## config.mk

```make
export PLATFORM = sky130hd
export DESIGN_NAME = threshold_group_packer_core_flat
export DESIGN_NICKNAME = d
export VERILOG_FILES = /design/src/design/tgp_pkg.sv /design/src/design/tgp_vertex_if.sv /design/src/design/tgp_group_if.sv /design/src/design/tgp_cfg_regs.sv /design/src/design/tgp_in_stage.sv /design/src/design/tgp_pack_unit.sv /design/src/design/threshold_group_packer_core.sv /design/src/flat_wrapper.sv
export SDC_FILE = /design/constraint.sdc
export NUM_CORES = 1
export LEC_CHECK = 0
export ABC_AREA = 1
export BUFFER_PORTS_ARGS = -buffer_cell sky130_fd_sc_hd__buf_2
export CORE_MARGIN = 2
export CORE_UTILIZATION = 50
export CTS_CLUSTER_DIAMETER = 150
export DETAILED_ROUTE_END_ITERATION = 7
export PLACE_DENSITY = 0.82
export SLEW_MARGIN = 20
export SYNTH_ARGS = -nofsm -noshare
export SYNTH_HDL_FRONTEND = slang
export SYNTH_HIERARCHICAL = 1
export SYNTH_SLANG_ARGS = --single-unit
```

## constraint.sdc

```tcl
create_clock -name clk -period 13.95 [get_ports clk]
set_input_delay 0 -clock clk [delete_from_list [all_inputs] [get_ports clk]]
set_output_delay 0 -clock clk [all_outputs]
set_load 0.01 [all_outputs]
```

## src/design/tgp_pkg.sv

```systemverilog
// tgp_pkg: shared types, widths, register codes and helpers for the threshold group packer
// no dependencies; used by every design file of the packer
`default_nettype none

package tgp_pkg;

    // default parameter values of the top level
    localparam int VERTEX_BITS_DEF = 20;
    localparam int WEIGHT_BITS_DEF = 16;
    localparam int SUM_BITS_DEF    = 32;

    // fixed field widths of the channels
    localparam int ID_W        = 20;
    localparam int WEIGHT_W    = 16;
    localparam int KIND_W      = 8;
    localparam int CHILD_W     = 16;
    localparam int TOTAL_W     = 32;
    localparam int LIMIT_W     = 32;
    localparam int SIZE_W      = 21;
    localparam int DEGREE_W    = 16;
    localparam int CFG_DATA_W  = 32;
    localparam int CFG_INDEX_W = 3;

    // register reset values
    localparam logic [LIMIT_W-1:0]  LIMIT_RESET  = '1;
    localparam logic [SIZE_W-1:0]   SIZE_RESET   = SIZE_W'(1 << 20);
    localparam logic [DEGREE_W-1:0] DEGREE_RESET = '1;

    // register indexes
    typedef enum logic [CFG_INDEX_W-1:0] {
        CFG_MEMORY_LIMIT = 3'd0,
        CFG_WORK_LIMIT   = 3'd1,
        CFG_COMM_LIMIT   = 3'd2,
        CFG_SIZE_LIMIT   = 3'd3,
        CFG_DEGREE_LIMIT = 3'd4,
        CFG_SOURCE_ONLY  = 3'd5
    } cfg_index_t;

    // configuration seen by the packing unit
    typedef struct packed {
        logic [LIMIT_W-1:0]  memory_limit;
        logic [LIMIT_W-1:0]  work_limit;
        logic [LIMIT_W-1:0]  comm_limit;
        logic [SIZE_W-1:0]   size_limit;
        logic [DEGREE_W-1:0] degree_limit;
        logic                source_only_memory;
    } cfg_t;

    // one vertex request
    typedef struct packed {
        logic [ID_W-1:0]     vertex_id;
        logic [WEIGHT_W-1:0] mem_weight;
        logic [WEIGHT_W-1:0] work_weight;
        logic [WEIGHT_W-1:0] comm_weight;
        logic                is_source;
        logic [KIND_W-1:0]   node_kind;
        logic [CHILD_W-1:0]  child_count;
        logic                last_vertex;
    } vertex_t;

    // one result request
    typedef struct packed {
        logic [ID_W-1:0]    out_vertex;
        logic [ID_W-1:0]    group_index;
        logic               closed_valid;
        logic [TOTAL_W-1:0] closed_memory;
        logic [TOTAL_W-1:0] closed_work;
        logic [TOTAL_W-1:0] closed_comm;
        logic               final_valid;
        logic [TOTAL_W-1:0] final_memory;
        logic [TOTAL_W-1:0] final_work;
        logic [TOTAL_W-1:0] final_comm;
    } group_t;

    // saturate a running sum to the reported total width
    function automatic logic [TOTAL_W-1:0] clamp_total(input logic [63:0] v);
        logic [TOTAL_W-1:0] r;
        r = (v[63:TOTAL_W] != '0) ? '1 : v[TOTAL_W-1:0];
        return r;
    endfunction

endpackage

`default_nettype wire

```

## src/design/tgp_vertex_if.sv

```systemverilog
// tgp_vertex_if: valid/ready channel carrying one vertex request
// depends on tgp_pkg for field widths
`default_nettype none

interface tgp_vertex_if;
    logic                         valid;
    logic                         ready;
    logic [tgp_pkg::ID_W-1:0]     vertex_id;
    logic [tgp_pkg::WEIGHT_W-1:0] mem_weight;
    logic [tgp_pkg::WEIGHT_W-1:0] work_weight;
    logic [tgp_pkg::WEIGHT_W-1:0] comm_weight;
    logic                         is_source;
    logic [tgp_pkg::KIND_W-1:0]   node_kind;
    logic [tgp_pkg::CHILD_W-1:0]  child_count;
    logic                         last_vertex;

    modport source (
        output valid, vertex_id, mem_weight, work_weight, comm_weight,
               is_source, node_kind, child_count, last_vertex,
        input  ready
    );
    modport sink (
        input  valid, vertex_id, mem_weight, work_weight, comm_weight,
               is_source, node_kind, child_count, last_vertex,
        output ready
    );
endinterface

`default_nettype wire

```

## src/design/tgp_group_if.sv

```systemverilog
// tgp_group_if: valid/ready channel carrying one group result request
// depends on tgp_pkg for field widths
`default_nettype none

interface tgp_group_if;
    logic                        valid;
    logic                        ready;
    logic [tgp_pkg::ID_W-1:0]    out_vertex;
    logic [tgp_pkg::ID_W-1:0]    group_index;
    logic                        closed_valid;
    logic [tgp_pkg::TOTAL_W-1:0] closed_memory;
    logic [tgp_pkg::TOTAL_W-1:0] closed_work;
    logic [tgp_pkg::TOTAL_W-1:0] closed_comm;
    logic                        final_valid;
    logic [tgp_pkg::TOTAL_W-1:0] final_memory;
    logic [tgp_pkg::TOTAL_W-1:0] final_work;
    logic [tgp_pkg::TOTAL_W-1:0] final_comm;

    modport source (
        output valid, out_vertex, group_index, closed_valid, closed_memory,
               closed_work, closed_comm, final_valid, final_memory,
               final_work, final_comm,
        input  ready
    );
    modport sink (
        input  valid, out_vertex, group_index, closed_valid, closed_memory,
               closed_work, closed_comm, final_valid, final_memory,
               final_work, final_comm,
        output ready
    );
endinterface

`default_nettype wire

```

## src/design/tgp_cfg_regs.sv

```systemverilog
// tgp_cfg_regs: write-only configuration register file of the packer
// depends on tgp_pkg for register codes, widths and the cfg_t struct
`default_nettype none

module tgp_cfg_regs (
    input  wire logic                            clk,
    input  wire logic                            rst_n,
    input  wire logic                            cfg_we,
    input  wire logic [tgp_pkg::CFG_INDEX_W-1:0] cfg_index,
    input  wire logic [tgp_pkg::CFG_DATA_W-1:0]  cfg_data,
    output tgp_pkg::cfg_t                        cfg
);
    import tgp_pkg::*;

    cfg_t cfg_reg;
    cfg_t cfg_next;

    // decode register writes
    always_comb
    begin
        cfg_next = cfg_reg;
        if (cfg_we)
        begin
            case (cfg_index_t'(cfg_index))
                CFG_MEMORY_LIMIT: cfg_next.memory_limit = cfg_data[LIMIT_W-1:0];
                CFG_WORK_LIMIT:   cfg_next.work_limit   = cfg_data[LIMIT_W-1:0];
                CFG_COMM_LIMIT:   cfg_next.comm_limit   = cfg_data[LIMIT_W-1:0];
                CFG_SIZE_LIMIT:   cfg_next.size_limit   = cfg_data[SIZE_W-1:0];
                CFG_DEGREE_LIMIT: cfg_next.degree_limit = cfg_data[DEGREE_W-1:0];
                CFG_SOURCE_ONLY:  cfg_next.source_only_memory = cfg_data[0];
                default:          cfg_next = cfg_reg;
            endcase
        end
    end

    // register storage
    always_ff @(posedge clk or negedge rst_n)
    begin
        if (!rst_n)
        begin
            cfg_reg.memory_limit       <= LIMIT_RESET;
            cfg_reg.work_limit         <= LIMIT_RESET;
            cfg_reg.comm_limit         <= LIMIT_RESET;
            cfg_reg.size_limit         <= SIZE_RESET;
            cfg_reg.degree_limit       <= DEGREE_RESET;
            cfg_reg.source_only_memory <= 1'b0;
        end
        else
        begin
            cfg_reg <= cfg_next;
        end
    end

    assign cfg = cfg_reg;

endmodule

`default_nettype wire

```

## src/design/tgp_in_stage.sv

```systemverilog
// tgp_in_stage: input register of the packer, takes one vertex request per cycle unless its full slot is not drained
// depends on tgp_pkg and tgp_vertex_if
`default_nettype none

module tgp_in_stage (
    input  wire logic       clk,
    input  wire logic       rst_n,
    tgp_vertex_if.sink      vertices,
    input  wire logic       take,
    output logic            stage_valid,
    output tgp_pkg::vertex_t stage_vertex
);
    import tgp_pkg::*;

    logic    valid_reg;
    logic    valid_next;
    vertex_t vertex_reg;
    logic    accept;

    // free slot or slot drains this cycle
    assign vertices.ready = !valid_reg || take;
    assign accept         = vertices.valid && vertices.ready;

    always_comb
    begin
        valid_next = valid_reg;
        if (accept)
        begin
            valid_next = 1'b1;
        end
        else if (take)
        begin
            valid_next = 1'b0;
        end
    end

    always_ff @(posedge clk or negedge rst_n)
    begin
        if (!rst_n)
        begin
            valid_reg <= 1'b0;
        end
        else
        begin
            valid_reg <= valid_next;
        end
    end

    // payload capture
    always_ff @(posedge clk)
    begin
        if (accept)
        begin
            vertex_reg.vertex_id   <= vertices.vertex_id;
            vertex_reg.mem_weight  <= vertices.mem_weight;
            vertex_reg.work_weight <= vertices.work_weight;
            vertex_reg.comm_weight <= vertices.comm_weight;
            vertex_reg.is_source   <= vertices.is_source;
            vertex_reg.node_kind   <= vertices.node_kind;
            vertex_reg.child_count <= vertices.child_count;
            vertex_reg.last_vertex <= vertices.last_vertex;
        end
    end

    assign stage_valid  = valid_reg;
    assign stage_vertex = vertex_reg;

endmodule

`default_nettype wire

```

## src/design/tgp_pack_unit.sv

```systemverilog
// tgp_pack_unit: group decision, running sums and result register of the packer
// depends on tgp_pkg and tgp_group_if
`default_nettype none

module tgp_pack_unit #(
    parameter int VERTEX_BITS = tgp_pkg::VERTEX_BITS_DEF,
    parameter int WEIGHT_BITS = tgp_pkg::WEIGHT_BITS_DEF,
    parameter int SUM_BITS    = tgp_pkg::SUM_BITS_DEF
) (
    input  wire logic             clk,
    input  wire logic             rst_n,
    input  wire tgp_pkg::cfg_t    cfg,
    input  wire logic             stage_valid,
    input  wire tgp_pkg::vertex_t stage_vertex,
    output logic                  take,
    tgp_group_if.source           groups
);
    import tgp_pkg::*;

    // running sum width holds a raw weight that may exceed the saturation bound
    localparam int RW   = (SUM_BITS > WEIGHT_BITS) ? SUM_BITS : WEIGHT_BITS;
    localparam int XW   = ((RW > LIMIT_W) ? RW : LIMIT_W) + 1;
    localparam int CW   = VERTEX_BITS + 1;
    localparam int CMPW = (CW > SIZE_W) ? CW : SIZE_W;
    localparam logic [XW-1:0] SUM_MAX = XW'((65'd1 << SUM_BITS) - 65'd1);

    logic [RW-1:0]          sum_mem_reg,  sum_mem_next;
    logic [RW-1:0]          sum_work_reg, sum_work_next;
    logic [RW-1:0]          sum_comm_reg, sum_comm_next;
    logic [CW-1:0]          count_reg,    count_next;
    logic [VERTEX_BITS-1:0] number_reg,   number_next;
    logic [KIND_W-1:0]      kind_reg,     kind_next;
    logic [CHILD_W-1:0]     children_reg;
    logic                   first_reg,    first_next;
    logic                   res_valid_reg, res_valid_next;
    group_t                 res_reg,      res_next;

    logic [WEIGHT_BITS-1:0] mem_w, work_w, comm_w;
    logic [XW-1:0]          mem_x, work_x, comm_x;
    logic                   split;
    logic                   new_group;
    logic [VERTEX_BITS-1:0] vid_v;

    // the result register frees up or drains this cycle
    assign take = stage_valid && (!res_valid_reg || groups.ready);

    // weights at the configured width, memory gated in source-only mode
    always_comb
    begin
        mem_w  = WEIGHT_BITS'(stage_vertex.mem_weight);
        work_w = WEIGHT_BITS'(stage_vertex.work_weight);
        comm_w = WEIGHT_BITS'(stage_vertex.comm_weight);
        if (cfg.source_only_memory && !stage_vertex.is_source)
        begin
            mem_w = '0;
        end
    end

    // exact sums for the limit tests
    assign mem_x  = XW'(sum_mem_reg)  + XW'(mem_w);
    assign work_x = XW'(sum_work_reg) + XW'(work_w);
    assign comm_x = XW'(sum_comm_reg) + XW'(comm_w);

    // split decision
    assign split = !first_reg &&
                   ((mem_x  > XW'(cfg.memory_limit)) ||
                    (work_x > XW'(cfg.work_limit))   ||
                    (comm_x > XW'(cfg.comm_limit))   ||
                    (CMPW'(count_reg) >= CMPW'(cfg.size_limit)) ||
                    (children_reg > cfg.degree_limit) ||
                    (kind_reg != stage_vertex.node_kind));
    assign new_group = first_reg || split;

    // next group state
    always_comb
    begin
        sum_mem_next  = sum_mem_reg;
        sum_work_next = sum_work_reg;
        sum_comm_next = sum_comm_reg;
        count_next    = count_reg;
        number_next   = number_reg;
        kind_next     = kind_reg;
        if (new_group)
        begin
            sum_mem_next  = RW'(mem_w);
            sum_work_next = RW'(work_w);
            sum_comm_next = RW'(comm_w);
            count_next    = CW'(1);
            kind_next     = stage_vertex.node_kind;
            number_next   = first_reg ? '0 : number_reg + VERTEX_BITS'(1);
        end
        else
        begin
            sum_mem_next  = (mem_x  > SUM_MAX) ? RW'(SUM_MAX) : RW'(mem_x);
            sum_work_next = (work_x > SUM_MAX) ? RW'(SUM_MAX) : RW'(work_x);
            sum_comm_next = (comm_x > SUM_MAX) ? RW'(SUM_MAX) : RW'(comm_x);
            if (count_reg != '1)
            begin
                count_next = count_reg + CW'(1);
            end
        end
        first_next = stage_vertex.last_vertex;
    end

    // result fields
    assign vid_v = VERTEX_BITS'(stage_vertex.vertex_id);

    always_comb
    begin
        res_next.out_vertex    = ID_W'(vid_v);
        res_next.group_index   = ID_W'(number_next);
        res_next.closed_valid  = split;
        res_next.closed_memory = split ? clamp_total(64'(sum_mem_reg))  : '0;
        res_next.closed_work   = split ? clamp_total(64'(sum_work_reg)) : '0;
        res_next.closed_comm   = split ? clamp_total(64'(sum_comm_reg)) : '0;
        res_next.final_valid   = stage_vertex.last_vertex;
        res_next.final_memory  = stage_vertex.last_vertex ?
                                 clamp_total(64'(sum_mem_next)) : '0;
        res_next.final_work    = stage_vertex.last_vertex ?
                                 clamp_total(64'(sum_work_next)) : '0;
        res_next.final_comm    = stage_vertex.last_vertex ?
                                 clamp_total(64'(sum_comm_next)) : '0;
    end

    // result valid tracking
    always_comb
    begin
        res_valid_next = res_valid_reg;
        if (take)
        begin
            res_valid_next = 1'b1;
        end
        else if (groups.ready)
        begin
            res_valid_next = 1'b0;
        end
    end

    // group state and control
    always_ff @(posedge clk or negedge rst_n)
    begin
        if (!rst_n)
        begin
            sum_mem_reg   <= '0;
            sum_work_reg  <= '0;
            sum_comm_reg  <= '0;
            count_reg     <= '0;
            number_reg    <= '0;
            kind_reg      <= '0;
            children_reg  <= '0;
            first_reg     <= 1'b1;
            res_valid_reg <= 1'b0;
        end
        else
        begin
            res_valid_reg <= res_valid_next;
            if (take)
            begin
                sum_mem_reg  <= sum_mem_next;
                sum_work_reg <= sum_work_next;
                sum_comm_reg <= sum_comm_next;
                count_reg    <= count_next;
                number_reg   <= number_next;
                kind_reg     <= kind_next;
                children_reg <= stage_vertex.child_count;
                first_reg    <= first_next;
            end
        end
    end

    // result payload
    always_ff @(posedge clk)
    begin
        if (take)
        begin
            res_reg <= res_next;
        end
    end

    assign groups.valid         = res_valid_reg;
    assign groups.out_vertex    = res_reg.out_vertex;
    assign groups.group_index   = res_reg.group_index;
    assign groups.closed_valid  = res_reg.closed_valid;
    assign groups.closed_memory = res_reg.closed_memory;
    assign groups.closed_work   = res_reg.closed_work;
    assign groups.closed_comm   = res_reg.closed_comm;
    assign groups.final_valid   = res_reg.final_valid;
    assign groups.final_memory  = res_reg.final_memory;
    assign groups.final_work    = res_reg.final_work;
    assign groups.final_comm    = res_reg.final_comm;

endmodule

`default_nettype wire

```

## src/design/threshold_group_packer_core.sv

```systemverilog
// threshold_group_packer_core: top level of the threshold group packer
// an accepted vertex is held in the input register, then its result in the result register
// throughput: one vertex per cycle unless the result channel stalls; the group decision
// between the input register and the result register is combinational
// reset: group state cleared, next vertex opens group 0, registers at defaults
// depends on tgp_pkg, tgp_vertex_if, tgp_group_if, tgp_cfg_regs, tgp_in_stage, tgp_pack_unit
`default_nettype none

module threshold_group_packer_core #(
    parameter int VERTEX_BITS = tgp_pkg::VERTEX_BITS_DEF,
    parameter int WEIGHT_BITS = tgp_pkg::WEIGHT_BITS_DEF,
    parameter int SUM_BITS    = tgp_pkg::SUM_BITS_DEF
) (
    input  wire logic                            clk,
    input  wire logic                            rst_n,
    tgp_vertex_if.sink                           vertices,
    tgp_group_if.source                          groups,
    input  wire logic                            cfg_we,
    input  wire logic [tgp_pkg::CFG_INDEX_W-1:0] cfg_index,
    input  wire logic [tgp_pkg::CFG_DATA_W-1:0]  cfg_data
);
    import tgp_pkg::*;

    cfg_t    cfg;
    logic    stage_valid;
    vertex_t stage_vertex;
    logic    take;

    // configuration registers
    tgp_cfg_regs u_cfg_regs (
        .clk       (clk),
        .rst_n     (rst_n),
        .cfg_we    (cfg_we),
        .cfg_index (cfg_index),
        .cfg_data  (cfg_data),
        .cfg       (cfg)
    );

    // input register
    tgp_in_stage u_in_stage (
        .clk          (clk),
        .rst_n        (rst_n),
        .vertices     (vertices),
        .take         (take),
        .stage_valid  (stage_valid),
        .stage_vertex (stage_vertex)
    );

    // group decision and result register
    tgp_pack_unit #(
        .VERTEX_BITS (VERTEX_BITS),
        .WEIGHT_BITS (WEIGHT_BITS),
        .SUM_BITS    (SUM_BITS)
    ) u_pack_unit (
        .clk          (clk),
        .rst_n        (rst_n),
        .cfg          (cfg),
        .stage_valid  (stage_valid),
        .stage_vertex (stage_vertex),
        .take         (take),
        .groups       (groups)
    );

endmodule

`default_nettype wire

```

## src/flat_wrapper.sv

```systemverilog
// flat-port wrapper written by rule: the top's interface ports become plain ports
module threshold_group_packer_core_flat import tgp_pkg::*;
#(
    parameter int VERTEX_BITS = tgp_pkg::VERTEX_BITS_DEF,
    parameter int WEIGHT_BITS = tgp_pkg::WEIGHT_BITS_DEF,
    parameter int SUM_BITS    = tgp_pkg::SUM_BITS_DEF
)
  (clk, rst_n, cfg_we, cfg_index, cfg_data, vertices_valid, vertices_vertex_id, vertices_mem_weight, vertices_work_weight, vertices_comm_weight, vertices_is_source, vertices_node_kind, vertices_child_count, vertices_last_vertex, vertices_ready, groups_valid, groups_out_vertex, groups_group_index, groups_closed_valid, groups_closed_memory, groups_closed_work, groups_closed_comm, groups_final_valid, groups_final_memory, groups_final_work, groups_final_comm, groups_ready);
  tgp_vertex_if vertices_i ();
  tgp_group_if groups_i ();
  input  wire logic clk;
  input  wire logic rst_n;
  input  wire logic cfg_we;
  input  wire logic [tgp_pkg::CFG_INDEX_W-1:0] cfg_index;
  input  wire logic [tgp_pkg::CFG_DATA_W-1:0] cfg_data;
  input wire logic [$bits(vertices_i.valid)-1:0] vertices_valid;
  input wire logic [$bits(vertices_i.vertex_id)-1:0] vertices_vertex_id;
  input wire logic [$bits(vertices_i.mem_weight)-1:0] vertices_mem_weight;
  input wire logic [$bits(vertices_i.work_weight)-1:0] vertices_work_weight;
  input wire logic [$bits(vertices_i.comm_weight)-1:0] vertices_comm_weight;
  input wire logic [$bits(vertices_i.is_source)-1:0] vertices_is_source;
  input wire logic [$bits(vertices_i.node_kind)-1:0] vertices_node_kind;
  input wire logic [$bits(vertices_i.child_count)-1:0] vertices_child_count;
  input wire logic [$bits(vertices_i.last_vertex)-1:0] vertices_last_vertex;
  output wire logic [$bits(vertices_i.ready)-1:0] vertices_ready;
  output wire logic [$bits(groups_i.valid)-1:0] groups_valid;
  output wire logic [$bits(groups_i.out_vertex)-1:0] groups_out_vertex;
  output wire logic [$bits(groups_i.group_index)-1:0] groups_group_index;
  output wire logic [$bits(groups_i.closed_valid)-1:0] groups_closed_valid;
  output wire logic [$bits(groups_i.closed_memory)-1:0] groups_closed_memory;
  output wire logic [$bits(groups_i.closed_work)-1:0] groups_closed_work;
  output wire logic [$bits(groups_i.closed_comm)-1:0] groups_closed_comm;
  output wire logic [$bits(groups_i.final_valid)-1:0] groups_final_valid;
  output wire logic [$bits(groups_i.final_memory)-1:0] groups_final_memory;
  output wire logic [$bits(groups_i.final_work)-1:0] groups_final_work;
  output wire logic [$bits(groups_i.final_comm)-1:0] groups_final_comm;
  input wire logic [$bits(groups_i.ready)-1:0] groups_ready;
  assign vertices_i.valid = vertices_valid;
  assign vertices_i.vertex_id = vertices_vertex_id;
  assign vertices_i.mem_weight = vertices_mem_weight;
  assign vertices_i.work_weight = vertices_work_weight;
  assign vertices_i.comm_weight = vertices_comm_weight;
  assign vertices_i.is_source = vertices_is_source;
  assign vertices_i.node_kind = vertices_node_kind;
  assign vertices_i.child_count = vertices_child_count;
  assign vertices_i.last_vertex = vertices_last_vertex;
  assign vertices_ready = vertices_i.ready;
  assign groups_valid = groups_i.valid;
  assign groups_out_vertex = groups_i.out_vertex;
  assign groups_group_index = groups_i.group_index;
  assign groups_closed_valid = groups_i.closed_valid;
  assign groups_closed_memory = groups_i.closed_memory;
  assign groups_closed_work = groups_i.closed_work;
  assign groups_closed_comm = groups_i.closed_comm;
  assign groups_final_valid = groups_i.final_valid;
  assign groups_final_memory = groups_i.final_memory;
  assign groups_final_work = groups_i.final_work;
  assign groups_final_comm = groups_i.final_comm;
  assign groups_i.ready = groups_ready;
  threshold_group_packer_core #(.VERTEX_BITS(VERTEX_BITS), .WEIGHT_BITS(WEIGHT_BITS), .SUM_BITS(SUM_BITS)) u_core (.clk(clk), .rst_n(rst_n), .vertices(vertices_i), .groups(groups_i), .cfg_we(cfg_we), .cfg_index(cfg_index), .cfg_data(cfg_data));
endmodule
```

=== Word level (Yosys, flattened, before mapping) ===
Cells that the tools add are included.
Widths: inputs -> output; s select.

* Flip-flop bits (word level): 626
* Output and inout port bits: 236
* Logic and storage cells: 97

* Add/subtract/negate cells: 5
* Order comparisons: 8
* Equal/unequal tests: 7
* Mux-type cells: 15
* Reduce and logical (&&, ||, !) cells: 28

{| class="wikitable"
|+ Operators by type and width
! kind !! number
|-
| $mux 32 || 6
|-
| $add 32x16->33 || 3
|-
| $gt 33x32->1 || 3
|-
| $gt 33x32->1 const B || 3
|-
| $mux 21 || 2
|-
| $mux 20 || 2
|-
| $add 21x1->21 const B || 1
|-
| $ge 21x21->1 || 1
|-
| $ne 21x21->1 const B || 1
|-
| $add 20x1->20 const B || 1
|-
| $gt 16x16->1 || 1
|-
| $mux 16 || 1
|-
| $reduce_and 2->1 || 8
|-
| $logic_or 1x1->1 || 8
|-
| $ne 8x8->1 || 1
|-
| $eq 3x2->1 const B || 2
|-
| $eq 3x3->1 const B || 2
|-
| $reduce_bool 2->1 || 3
|-
| $logic_and 1x1->1 || 4
|-
| $logic_not 1->1 || 4
|-
| $mux 1 || 4
|-
| $eq 3x1->1 const B || 1
|-
| $logic_not 3->1 || 1
|}

=== Longest topological paths before layout ===
Gate-level depths: netlist (run 1).

* Depth after elaboration: 14
* Depth in mapped cells: 35

=== Hierarchy ===
The synthesis (run 1) kept the hierarchy.

{| class="wikitable"
|+ Modules (own cells, without submodules)
! module !! times used !! cells each !! area each (µm²) !! seq. area each (µm²)
|-
| tgp_pack_unit || 1 || 3149 || 25507.0 || 11106.9
|-
| tgp_cfg_regs || 1 || 592 || 5435.2 || 3494.6
|-
| tgp_in_stage || 1 || 100 || 2867.8 || 2847.7
|}

=== Worst setup path after synthesis (run 1) ===
Ideal clock, no wire load.

* Path type: register -> register
* Start point: reg u_core.u_pack_unit.res_valid_reg, in the netlist u_core/u_pack_unit/groups.valid
* End point: reg u_core.u_in_stage.vertex_reg (netlist bit u_core/u_in_stage/stage_vertex[0]), enable pin
* Library setup time: 577 ps
* Arrival time: 12762 ps
* Required time: 13373 ps
* Slack: 611 ps
* Stages on the path, launching flop included: 8
* Path buffers: 2
* Cell sequence: dfrtp_1 > nand2_1 > nand2_1 > clkinv_1 > clkbuf_1 > buf_1 > inv_1 > a21oi_1

* Cells in the longest elaborated chain, start to end: 5

{| class="wikitable"
|+ Ends and longest elaborated chain
! element !! RTL line !! source
|-
| start, declared || tgp_pack_unit.sv:35 || <nowiki>logic res_valid_reg, res_valid_next;</nowiki>
|-
| start signal, assigned || tgp_pack_unit.sv:156 || <nowiki>res_valid_reg <= res_valid_next;</nowiki>
|-
| $logic_not 1->1 || tgp_pack_unit.sv:45 || <nowiki>assign take = stage_valid && (!res_valid_reg || groups.ready);</nowiki>
|-
| $logic_or 1x1->1 || tgp_pack_unit.sv:45 ||
|-
| $logic_and 1x1->1 || tgp_pack_unit.sv:45 ||
|-
| via u_core.take || threshold_group_packer_core.sv:27 || <nowiki>logic take;</nowiki>
|-
| $logic_or 1x1->1 || tgp_in_stage.sv:21 || <nowiki>assign vertices.ready = !valid_reg || take;</nowiki>
|-
| $logic_and 1x1->1 || tgp_in_stage.sv:22 || <nowiki>assign accept = vertices.valid && vertices.ready;</nowiki>
|-
| via u_core.u_in_stage.accept || tgp_in_stage.sv:18 || <nowiki>logic accept;</nowiki>
|-
| end, declared || tgp_in_stage.sv:17 || <nowiki>vertex_t vertex_reg;</nowiki>
|}

The timed path passes the listed nets, and every way through them passes these cells.
A chain may end at the register's enable or synchronous reset.

=== Worst setup path in the final report (run 1) ===
* Start point: reg u_core.u_cfg_regs.cfg_reg (netlist bit u_core/u_cfg_regs/cfg[0])
* End point: reg u_core.u_pack_unit.res_reg (netlist bit u_core/u_pack_unit/groups.final_memory[30]), data pin

* Cells in the longest elaborated chain, start to end: 12
* Elaborated cells on any way between the ends: 14
* Classes of those cells: add/sub: 1; order compare: 2; mux: 3; reduce/logical: 8

{| class="wikitable"
|+ Ends and longest elaborated chain
! element !! RTL line !! source
|-
| start, declared || tgp_cfg_regs.sv:15 || <nowiki>cfg_t cfg_reg;</nowiki>
|-
| start signal, assigned || tgp_cfg_regs.sv:50 || <nowiki>cfg_reg <= cfg_next;</nowiki>
|-
| $logic_and 1x1->1 * || tgp_pack_unit.sv:53 || <nowiki>if (cfg.source_only_memory && !stage_vertex.is_source)</nowiki>
|-
| $mux 16 * || tgp_pack_unit.sv:53 ||
|-
| $add 32x16->33 * || tgp_pack_unit.sv:60 || <nowiki>assign mem_x = XW'(sum_mem_reg) + XW'(mem_w);</nowiki>
|-
| $gt 33x32->1 || tgp_pack_unit.sv:66 || <nowiki>((mem_x > XW'(cfg.memory_limit)) ||</nowiki>
|-
| $logic_or 1x1->1 || tgp_pack_unit.sv:66 ||
|-
| $logic_or 1x1->1 || tgp_pack_unit.sv:67 || <nowiki>(work_x > XW'(cfg.work_limit)) ||</nowiki>
|-
| $logic_or 1x1->1 || tgp_pack_unit.sv:68 || <nowiki>(comm_x > XW'(cfg.comm_limit)) ||</nowiki>
|-
| $logic_or 1x1->1 || tgp_pack_unit.sv:69 || <nowiki>(CMPW'(count_reg) >= CMPW'(cfg.size_limit)) ||</nowiki>
|-
| $logic_or 1x1->1 || tgp_pack_unit.sv:70 || <nowiki>(children_reg > cfg.degree_limit) ||</nowiki>
|-
| $logic_and 1x1->1 || tgp_pack_unit.sv:65 || <nowiki>assign split = !first_reg &&</nowiki>
|-
| $logic_or 1x1->1 || tgp_pack_unit.sv:72 || <nowiki>assign new_group = first_reg || split;</nowiki>
|-
| $mux 32 * || tgp_pack_unit.sv:83 || <nowiki>if (new_group)</nowiki>
|-
| end signal, assigned || tgp_pack_unit.sv:176 || <nowiki>res_reg <= res_next;</nowiki>
|-
| end, declared || tgp_pack_unit.sv:36 || <nowiki>group_t res_reg, res_next;</nowiki>
|}

Every way passes the cells marked *; elsewhere a longest branch is shown, timed or not.

==> results of run 1 <==
[cells in the final DEF (no fill, tap or decap), types with 25 or more instances in the layout]
master	instances
edfxtp_1	328
inv_1	477
o21ai_2	30
or2_2	25
nand2_4	36
nand4_1	69
dfrtp_1	184
dlygate4sd3_1	135
clkbuf_16	70
buf_2	368
ha_1	183
nand3_1	283
nor3_1	36
dfstp_2	114
o21ai_0	66
nor2_1	342
xor2_1	70
a21oi_1	92
nand2_1	1176
[worst paths after layout]
check / start / endpoint / slack [ns] / cells after the start
setup reg to reg: u_core/u_cfg_regs/cfg[0] / u_core/u_pack_unit/groups.final_memory[30] / 7.56 / 31
max in group asynchronous: rst_n / u_core/u_pack_unit/sum_mem_reg[22] / 12.40 / 3
hold / removal: rst_n / u_core/u_pack_unit/sum_comm_reg[4] / -0.02 / 2
setup / recovery: u_core/u_cfg_regs/cfg[0] / u_core/u_pack_unit/groups.final_memory[30] / 7.56 / 31
min in group clk: vertices_node_kind[2] / u_core/u_in_stage/stage_vertex[19] / 0.08 / 2
hold reg to reg: u_core/u_in_stage/stage_vertex[76] / u_core/u_pack_unit/groups.out_vertex[2] / 0.42 / 0
[worst register-to-register path, delay by kind of cell (launching register included)]
family          cells  cell delay, ns
simple gates       17            2.81
buf+inv             7            1.63
fa+ha+maj           3            0.70
compound gates      3            0.53
flops               1            0.40
xor+xnor            1            0.22
[cell type report]
cell class | instances | area (um^2)
antenna | 1 | 2.50
sequential | 626 | 17400
fill | 5595 | 27000
clock inverter | 36 | 473
multi-input combinational | 2588 | 13800
timing repair buffer | 529 | 3430
tap | 873 | 1090
clock buffer | 90 | 1910
inverter | 495 | 1870
[per-layer routing]
layer	GRT usage [%]	up-vias	wire [um]	part of all wire [%]
li1	-	13300	-	-
met1	35.8	13300	40400	43
met2	45.0	1025	45500	48
met3	3.95	174	5850	6.2
met4	8.80	2	2560	2.7
met5	0	-	11	0.012
[metrics by stage]
step	hold WS, ns	util [%]	setup slack, ns	cell area (um^2)	power (mW)
2_1_floorplan	-0.296	-	0.611	33800	3.55
3_3_place_gp	0.105	54.0	7.98	36200	3.95
3_5_place_dp	0.126	54.0	7.68	36200	4.00
4_1_cts	0.0508	59.6	7.62	40000	5.97
5_1_grt	0.0684	59.7	7.11	40000	6.30
6_report	-0.0172	59.7	7.56	40000	5.95
[what timing repair did]
action | in CTS | in global routing
endpoints found under the hold margin | 332 | 0
hold buffers | 136 | 0
setup buffers | 0 | 0
[power by group]
part           switching [mW]  internal (mW)
logic                    1.04          0.557
clock network           0.764           1.16
registers               0.143           2.29
[cells by family after synthesis]
group	Yosys count	synth area share, %
XOR/XNOR	93	2.41
adder cells (fa/ha/maj)	186	6.95
AO/OA/AOI/OAI	244	4.29
flip-flops	626	51.6
AND/OR/NAND/NOR	2065	27.0
buffers and inverters	627	7.74
==> results_dict.tcl, run 1 <==
set metrics [dict create \
    status "complete, but fails checks" \
    violations "negative hold slack" \
    drive_above_1_share_pct 18.4 \
    dr_total_vias 27900 \
    clk_pin_slew_ns 0.06 \
    dieArea_um2 69700 \
    powerDensity_nw_per_um2 149 \
    cp.arrival_ns 6.85 \
    max_stage_delay_ns 0.86 \
    leakage_nw 20.3 \
    area_growth_pct 18.3 \
    antenna_found_initial 1 \
    timing.fmax_mhz 157 \
    instances_no_fill 5238 \
    ant_nets 0 \
    ys_ff_latch 626 \
    syn_inst 3841 \
    setup_viol 0 \
    grt_max_degree 106 \
    gp_congestion 0.955 \
    hold_viol 1 \
    period_needed_ns 6.39 \
    synth_most_common_cell "nand2_1" \
    grt_pass1_wl_um 148000 \
    hp-class "input pin to asynchronous set/reset pin" \
    worst_setup_path_start_kind "flop" \
    drv_cap 0 \
    cts_buffers 69 \
    synth_top_area_share_pct 29.1 \
    synth_cell_types 57 \
    drc 0 \
    avgSynthCellArea_um2 8.80 \
    end_kind "flop" \
    clockBufferDepth 3 \
    async_flop_share_pct 47.6 \
    routed_via_density 5.32 \
    timing.setup.tns_ns 0 \
    path_delay_family "simple AND/OR/NAND/NOR gates" \
    crit_buf_inv 7 \
    cts_tree "yes" \
    htreeDepth 3 \
    holdWs_ns -0.0172 \
    critPathSlowestCell "nor2_4" \
    crit_required_ns 14.42 \
    nets 4629 \
    grt_pass1_vias 27400 \
    routed_wl_um 94400 \
    synth_common_cells "nand2_1 (1179), inv_1 (477), nor2_1 (342)" \
    cts-root-buf "clkbuf_16" \
    slew_headroom_pct 26.1 \
    dp_hpwl_um 64300 \
    cts.sinks 626 \
    syn_area_um2 33800 \
    pin_count 370 \
    die_w_um 264 \
    synth_edf_count 328 \
    ys_seq_area_share_pct 51.6 \
    place_inst 4974 \
    tightest_slew_ns 1.11 \
    largest_reg_flops 134 \
    rows 95 \
    rsz0062_at_grt "false" \
    fin_skew_ns 0.0366 \
    fp.coreArea_um2 67000 \
    start_util_pct 50.4 \
    ir_drop_mv 0.117 \
    synth_area_leaders "edfxtp_1 (29%), dfrtp_1 (14%), nand2_1 (13%), dfstp_2 (8.9%), ha_1 (6.8%)" \
    wl_per_cell_um 18.0 \
    drtPass1Iterations 6 \
    io_buffers 369 \
    ys.flop_type "edfxtp_1" \
    critPathMostFrequentCell "inv_1" \
    worstSetupPathType "flop to flop" \
    grtUsageTotal_pct 26.8 \
    slew_violations 0 \
    fin_crit_sh_pct 45.8 \
    die_h_um 264 \
    worstPathMaxFanout 36 \
    yosysTopAreaCell "edfxtp_1" \
    post_cts_resize_count 0 \
    yosysWarnings 6 \
    grt-ovfl-total 0 \
    synthesis.nets 4161 \
    worstSkewPairLatency_ns 0.62 \
    drt_iter0_drc 2620 \
]
(Power assumes the default switching activity.)
==> inputs of run 2 (changes only) <==
PLACE_DENSITY = 0.8   (was 0.82)
clock period = 6.15 ns   (was 13.95 ns; I/O delays follow)
==> run 2 against run 1 <==
Net effect: the run still ends with negative hold slack left; first-iteration DRC count is 5.0% lower; maximum frequency grew 17%; clock power rose by 120%; global-route usage grew 0.25 points; cell count grew 0.27%; worst setup slack lost 6.9 ns; clock skew grew 0.0048 ns; sequential share of layout area about the same; count of clock-buffer cells in the layout grew 8; critical endpoint is now u_core/u_pack_unit/groups.final_memory[9]; largest power group unchanged.
==> results_dict.tcl, run 2 (synthesis gave the netlist of run 1 again) <==
set metrics [dict create \
    status "complete, but fails checks" \
    violations "negative hold slack" \
    grt_pass1_wl_um 149000 \
    worstSkewPairLatency_ns 0.63 \
    die_w_um 264 \
    timing.setup.tns_ns 0 \
    drtPass1Iterations 8 \
    critPathSlowestCell "buf_4" \
    fp.coreArea_um2 67000 \
    critPathLaunch "u_core/u_cfg_regs/cfg[0]" \
    endpoint "u_core/u_pack_unit/groups.final_memory[9]" \
    gp_congestion 0.933 \
    dieArea_um2 69700 \
    drv_cap 0 \
    p_int_mw 8.90 \
    routed_via_density 5.32 \
    clockBufferDepth 3 \
    slew_violations 0 \
    ant_nets 0 \
    area_growth_pct 18.4 \
    combinationalPowerShare_pct 27.2 \
    grtUsageTotal_pct 27.1 \
    holdWs_ns -0.0252 \
    drc 0 \
    ir_drop_mv 0.243 \
    place_inst 4976 \
    critPathMostFrequentCell "nand2_1" \
    tightest_slew_ns 1.08 \
    cts_tree "yes" \
    rsz0062_at_grt "false" \
    worstSetupPathType "flop to flop" \
    cts-root-buf "clkbuf_16" \
    io_buffers 369 \
    nets 4638 \
    max_stage_delay_ns 0.49 \
    hp-class "input pin to asynchronous set/reset pin" \
    largest_reg_flops 134 \
    rr_startpoint "u_core/u_cfg_regs/cfg[0]" \
    total_power_mw 13.3 \
    reg2reg_depth 33 \
    antenna_found_initial 4 \
    instances_no_fill 5252 \
    die_h_um 264 \
    htreeDepth 3 \
    worstPathMaxFanout 36 \
    post_cts_resize_count 0 \
    crit_required_ns 6.47 \
    drt_iter0_drc 2490 \
    leakage_nw 20.3 \
    cp.arrival_ns 5.79 \
    layout_commonest_cell "nand2_1" \
    fin_crit_sh_pct 89.0 \
    seqPwrFrac_pct 41.4 \
    p_clk_share_pct 31.4 \
    dp_hpwl_um 64600 \
    fin_skew_ns 0.0413 \
    stdcell_area_um2 40000 \
    drive_above_1_share_pct 18.3 \
    grt-ovfl-total 0 \
    worst_setup_path_start_kind "flop" \
    final_cell_mix "nand2_1 (1177), inv_1 (477), buf_2 (369)" \
    end_kind "flop" \
    dpl_cell_area_um2 36300 \
    cts.sinks 626 \
    grt_max_degree 188 \
    routed_wl_um 95100 \
    reg2reg_to "u_core/u_pack_unit/groups.final_memory[9]" \
    hold_viol 4 \
    netSwitchingFraction_pct 33.2 \
    cts_buffers 70 \
    pin_count 370 \
    clk_pin_slew_ns 0.06 \
    setup_viol 0 \
    period_needed_ns 5.47 \
    post-cts-setup-buffers 0 \
    cts_hold_buf 143 \
    powerDensity_nw_per_um2 333 \
    slew_headroom_pct 27.9 \
    grt_pass1_vias 27500 \
    dr_total_vias 28000 \
    switchingPower_mw 4.43 \
    timing.fmax_mhz 183 \
    wl_per_cell_um 18.1 \
    rrSetupSlack_ns 0.68 \
    start_util_pct 50.4 \
    rows 95 \
]
run 2: power groups by stage:
stage               Sequential (mW)  Clock, mW  Combinational [mW]
global route                   5.58       4.42                4.10
floorplan                      5.62          0                2.38
global placement               5.58          0                3.40
detailed placement             5.58          0                3.51
finish                         5.52       4.18                3.63
CTS                            5.51       4.25                3.61
run 2: area by class of cell:
class	count	area [um^2]
fillers	5781	27000
flip-flops and latches	626	17400
multi-input cells	2588	13800
repair buffers	537	3540
clock buffers	98	2020
inverters	495	1870
well taps	873	1090
clock inverters	32	269
diodes	3	7.51
run 2: worst max-delay path, delay by kind of cell (launching register included):
kind | cells | cell delay [ns]
DFF | 1 | 0.38
AOI/OAI and AO/OA | 4 | 0.73
adders and majority gates | 2 | 0.56
buffers and inverters | 4 | 1.05
and+or+nand+nor | 23 | 2.41
run 2: routing by layer:
metal / wire length [um] / vias to the layer above / track usage [%]
li1: - / 13400 / -
met1: 39700 / 13400 / 35.2
met2: 45900 / 1038 / 45.1
met3: 6110 / 180 / 4.46
met4: 3300 / 6 / 11.0
met5: 44 / - / 0
run 2: stage by stage:
step | utilization (%) | hold WS (ns) | setup slack, ns
5_1_grt | 59.7 | 0.0380 | 0.166
3_5_place_dp | 54.1 | 0.0669 | 0.745
4_1_cts | 59.7 | 0.00578 | 0.745
6_report | 59.7 | -0.0252 | 0.678
3_3_place_gp | 54.1 | 0.0589 | 0.969
2_1_floorplan | - | -0.296 | 1.04
run 2: worst min path at each step:
stage                                                     to  cells after the start
after floorplan                     u_core/u_cfg_regs/cfg[0]                      0
after CTS                 u_core/u_pack_unit/sum_comm_reg[8]                      2
after global routing      u_core/u_pack_unit/sum_comm_reg[5]                      2
after global placement    u_core/u_pack_unit/sum_comm_reg[5]                      1
final                     u_core/u_pack_unit/sum_comm_reg[5]                      2
after detailed placement  u_core/u_pack_unit/sum_comm_reg[4]                      1
